## src/rtl/ymtf_pkg.sv

```systemverilog
// Package for the yaw moment block: widths, CORDIC constants, register map.
// No dependencies.
`default_nettype none
package ymtf_pkg;
    localparam int FORCE_BITS = 16;
    localparam int TRIG_ITERATIONS = 16;
    localparam int ANG_BITS = 16;
    localparam int DIST_BITS = 16;
    localparam int MOM_BITS = 24;
    localparam int TRIG_BITS = 16;          // Q1.14 cos/sin, range +-16384
    localparam int CW = 34;                 // CORDIC x/y/z width
    localparam int ROT_BITS = FORCE_BITS + 6; // rotated force, 0.25N*2^-2
    localparam int PROD_BITS = ROT_BITS + DIST_BITS + 3;
    localparam int SUM_BITS = PROD_BITS + 3;
    localparam logic signed [ANG_BITS-1:0] ANG_HALF_PI = 16'sd12868;
    localparam logic signed [ANG_BITS-1:0] ANG_PI = 16'sd25736;
    localparam logic signed [CW-1:0] CORDIC_GAIN = 34'sd652032875;
    localparam logic signed [TRIG_BITS-1:0] ONE_Q14 = 16'sd16384;
    localparam int ADDR_BITS = 4;
    localparam logic [ADDR_BITS-1:0] REG_FRONT = 4'd0;
    localparam logic [ADDR_BITS-1:0] REG_REAR = 4'd4;
    localparam logic [ADDR_BITS-1:0] REG_TRACK = 4'd8;

    typedef logic signed [FORCE_BITS-1:0] t_force;

    typedef struct packed {
        logic [DIST_BITS-1:0] front;
        logic [DIST_BITS-1:0] rear;
        logic [DIST_BITS-1:0] track;
    } t_geom;

    function automatic logic signed [CW-1:0] arc(input int i);
        logic signed [CW-1:0] r;
        case (i)
            0: r = 34'sd210828714;
            1: r = 34'sd124459457;
            2: r = 34'sd65760959;
            3: r = 34'sd33381290;
            4: r = 34'sd16755422;
            5: r = 34'sd8385879;
            6: r = 34'sd4193963;
            7: r = 34'sd2097109;
            8: r = 34'sd1048571;
            9: r = 34'sd524287;
            default: r = 34'sd262144 >>> (i - 10);
        endcase
        return r;
    endfunction
endpackage
`default_nettype wire

```

## src/rtl/ymtf_cordic_stage.sv

```systemverilog
// One rotation step of the sine/cosine CORDIC, registered.
// Depends on ymtf_pkg.
`default_nettype none
module ymtf_cordic_stage (
    input  wire logic                          i_clk,
    input  wire logic                          i_en,
    input  wire logic [4:0]                    i_step,
    input  wire logic signed [ymtf_pkg::CW-1:0] i_x,
    input  wire logic signed [ymtf_pkg::CW-1:0] i_y,
    input  wire logic signed [ymtf_pkg::CW-1:0] i_z,
    output logic signed [ymtf_pkg::CW-1:0]      o_x,
    output logic signed [ymtf_pkg::CW-1:0]      o_y,
    output logic signed [ymtf_pkg::CW-1:0]      o_z
);
    logic signed [ymtf_pkg::CW-1:0] dx, dy, at;
    assign dx = i_y >>> i_step;
    assign dy = i_x >>> i_step;
    assign at = ymtf_pkg::arc(int'(i_step));

    always_ff @(posedge i_clk) begin
        if (i_en) begin
            if (!i_z[ymtf_pkg::CW-1]) begin
                o_x <= i_x - dx; o_y <= i_y + dy; o_z <= i_z - at;
            end else begin
                o_x <= i_x + dx; o_y <= i_y - dy; o_z <= i_z + at;
            end
        end
    end
endmodule
`default_nettype wire

```

## config.mk

```make
export PLATFORM = sky130hd
export DESIGN_NAME = ymtf_cordic_stage
export DESIGN_NICKNAME = d
export VERILOG_FILES = /design/src/rtl/ymtf_pkg.sv /design/src/rtl/ymtf_cordic_stage.sv
export SDC_FILE = /design/constraint.sdc
export NUM_CORES = 1
export LEC_CHECK = 0
export ABC_AREA = 1
export BUFFER_PORTS_ARGS = -buffer_cell sky130_fd_sc_hd__buf_2
export CAP_MARGIN = 30
export CORE_MARGIN = 2
export CORE_UTILIZATION = 40
export CTS_CLUSTER_SIZE = 8
export DETAILED_ROUTE_END_ITERATION = 16
export PLACE_DENSITY = 0.58
export REMOVE_ABC_BUFFERS = 1
export SKIP_CTS_REPAIR_TIMING = 1
export SYNTH_ARGS = -nofsm -noshare
export SYNTH_HDL_FRONTEND = slang
export SYNTH_SLANG_ARGS = --single-unit
```

## constraint.sdc

```tcl
create_clock -name i_clk -period 9.38 [get_ports i_clk]
set_input_delay 2.814 -clock i_clk [delete_from_list [all_inputs] [get_ports i_clk]]
set_output_delay 2.814 -clock i_clk [all_outputs]
set_load 0.005 [all_outputs]
```

==> results.yml <==
drt:
  drt-total-wl_um: 53800
  avgRoutedWirePerCell_um: 17.0
  ant_nets: 0
  drt_iter0_markers: 1334
  post-route-drc-count: 0
  via_per_instance_ratio: 5.38
  routed-via-count: 17000
  drt_pass1_iterations: 8
sta:
  grt_setup_unrepaired: "no"
  max_slew.worst_pin.slew_ns: 0.883
  drv_slew: 0
  setup-violations-final: 0
  final_hold_vio_count: 0
  relSlewSlack: 0.405
  setup_tns_ns: 0
  finalCritPeriodShare: 0.835
  timing.fmax_ghz: 0.128
  final.min_clock_period_ns: 7.83
synthesis:
  dominant_cells_by_area_after_synthesis: "sky130_fd_sc_hd__nand2_1 (21%), sky130_fd_sc_hd__edfxtp_1 (20%), sky130_fd_sc_hd__nand3_1 (13%), sky130_fd_sc_hd__ha_1 (8.5%), sky130_fd_sc_hd__xor2_1 (6.4%)"
  postSynthRegisterBits: 102
  post_synth_num_cell_types: 47
  cell_accounting_for_the_most_synthesized_area: "sky130_fd_sc_hd__nand2_1"
  ys.warnings.count: 0
  seq_total_area_yosys: 0.203
  synth-edff-count: 102
  post_synth.cell_area_avg_um2: 6.07
  synthArstFlopShare: 0
  netlist_area_um2: 15100
  synth_top_area_frac: 0.209
  synth_top_cells_by_count: "sky130_fd_sc_hd__nand2_1 (840), sky130_fd_sc_hd__nand3_1 (388), sky130_fd_sc_hd__inv_1 (231), sky130_fd_sc_hd__nor2_1 (207), sky130_fd_sc_hd__a21oi_1 (126)"
  synth_most_common_cell: "sky130_fd_sc_hd__nand2_1"
  count_of_mapped_cells_out_of_synthesis: 2486
  synth_top_flop_cell: "sky130_fd_sc_hd__edfxtp_1"
worst_setup_path:
  worstSetupEndpoint: "o_z[24]$_DFFE_PP_"
  critPathKind: "in2reg"
  crit_path_max_fanout: 40
  crit_path_start: "i_step[2]"
  worstPathArrival_ns: 7.97
  cp_slowest_cell: "sky130_fd_sc_hd__fa_1"
  start_kind: "input port"
  library_cell_appearing_most_often_on_the_critical_path: "sky130_fd_sc_hd__nand2_1"
  cp_cell_sequence: "buf_2 > inv_2 > ha_1 > o21ai_2 > nand2_1 > nor2_1 > inv_1 > nor3_1 > nor2_1 > ha_1 > nand2_1 > o21ai_0 > fa_1 > nand3_1 > nand2_1 > a21oi_1 > o21ai_0 > nand2_1 > nand2_1 > nand2_1 > nand2_1 > a21boi_0 > o21ai_0 > xor2_1"
  critical-path-max-stage-delay_ns: 0.49
  critPathCaptureType: "register"
  critical_path_required_ns: 9.52
floorplan:
  dieArea_um2: 39300
  initial_utilization: 0.404
  top_level_ports: 211
  dieHeight_um: 198
  core_area_um2: 37400
  rows: 71
  die-width_um: 198
power_and_ir_drop:
  powerDensity_nw_per_um2: 146
  share_clk_of_total_power: 0.150
  cellInternalPower_uw: 1360
  pwr-share-seq: 0.293
  power_switching_uw: 1080
  comb_power_share: 0.557
  swShare: 0.443
  leakage_uw: 0.00862
  vdd.ir_drop.worst_v: 0.000104
cells_and_area:
  layout.core_utilization: 0.448
  layout_cells_sized_above_1: 0.107
  area_growth_syn_to_layout_pct: 11.1
  fillerInstances: 4173
  insertedDiodeCount: 0
  nNetsFinal: 2857
status:
  outcome: "finished, final reports clean"
grt:
  grtUsageTotal: 0.271
  grt_pass1_vias: 15800
  wire_length_of_the_first_global_routing_pass_um: 83100
  grt_antenna_before_repair: 0
  pin_count_of_the_biggest_net_entering_global_routing: 71
  grt.overflow.total: 0
clock_network:
  clk_transition_reported_paths_ns: 0.07
  numCtsBuffers: 9
  ctsLongestPathBuffers: 2
  cts.sink_count: 102
  htree_num_levels: 3
  clock_tree.root_cell: "sky130_fd_sc_hd__clkbuf_16"
  cts_tree: "done"
worst_hold_path:
  min_path_type: "in2reg"
placed_design:
  place_congestion: 0.967
  dp_hpwl_um: 44800
  buffer_ports.inserted: 210
job:
  drv.max_cap_violation_count: 0
-- layer usage --
layer,vias up,share of wire,GRT usage
li1,8533,-,-
met1,7809,0.44,0.352
met2,572,0.47,0.465
met3,74,0.056,0.0337
met4,0,0.029,0.0911
met5,-,0,0
-- sequential cells by signal (all words and copies together), names as in the netlist --
signal and cells:
o_x 34, o_y 34, o_z 34
-- cells by family after synthesis --
kind of cell,share of synthesized area
buffers and inverters,0.0875
AOI/OAI and AO/OA,0.107
and+or+nand+nor,0.422
DFF,0.203
adders and majority gates,0.0893
xor gates and xnor gates,0.0922
-- worst max-delay path: cells and delay by family --
kind | cells | cell delay [ns]
buffers and inverters | 3 | 0.98
adders and majority gates | 3 | 1.17
AOI/OAI and AO/OA | 6 | 1.50
xor gates and xnor gates | 1 | 0.17
and+or+nand+nor | 11 | 1.30
-- power by group through the flow --
stage	Combinational [µW]	Sequential (µW)	Clock, µW
after global routing	1540	730	387
after floorplan	873	745	0
after detailed placement	1360	728	0
final	1360	716	365
after global placement	1360	725	0
after CTS	1360	719	377
-- layout by cell type, fill, tap and decap left out, types with 16 or more instances in the layout --
master	count
sky130_fd_sc_hd__nand2_1	840
sky130_fd_sc_hd__nand3_1	388
sky130_fd_sc_hd__inv_1	230
sky130_fd_sc_hd__buf_2	209
sky130_fd_sc_hd__nor2_1	207
sky130_fd_sc_hd__a21oi_1	126
sky130_fd_sc_hd__xor2_1	110
sky130_fd_sc_hd__ha_1	103
sky130_fd_sc_hd__edfxtp_1	102
sky130_fd_sc_hd__o21ai_0	85
sky130_fd_sc_hd__xnor2_1	47
sky130_fd_sc_hd__nand4_1	27
sky130_fd_sc_hd__nor3_1	18
sky130_fd_sc_hd__a31oi_1	16
-- final cells by class --
type	instances	area, µm²	area share
Clock buffer	10	229	0.0137
Multi-Input combinational cell	2062	10700	0.639
Tap cell	511	639	0.0381
Timing Repair Buffer	225	1180	0.0703
Sequential cell	102	3060	0.183
Clock inverter	6	38.8	0.00231
Inverter	242	911	0.0543
-- metrics by stage --
stage	instances	hold slack [ns]	worst slack, ns	power [µW]	instance area (µm²)
after floorplan	2406	2.93	2.30	1620	14700
after global placement	3141	3.15	1.12	2080	16500
after detailed placement	3141	3.16	1.18	2080	16500
after CTS	3157	2.74	1.61	2460	16800
after global routing	3158	2.77	1.07	2650	16800
final	3158	2.76	1.55	2440	16800
-- worst min-delay path by stage --
| stage | startpoint | end | depth (start not counted) |
|---|---|---|---|
| finish | i_x[0] | o_x[0]$_DFFE_PP_ | 2 |
| CTS | i_x[0] | o_x[0]$_DFFE_PP_ | 2 |
| floorplan | i_en | o_x[0]$_DFFE_PP_ | 0 |
| global placement | i_x[0] | o_x[0]$_DFFE_PP_ | 2 |
| detailed placement | i_x[0] | o_x[0]$_DFFE_PP_ | 2 |
| global route | i_x[0] | o_x[0]$_DFFE_PP_ | 2 |
No activity file was read; power rests on OpenSTA's default activity.
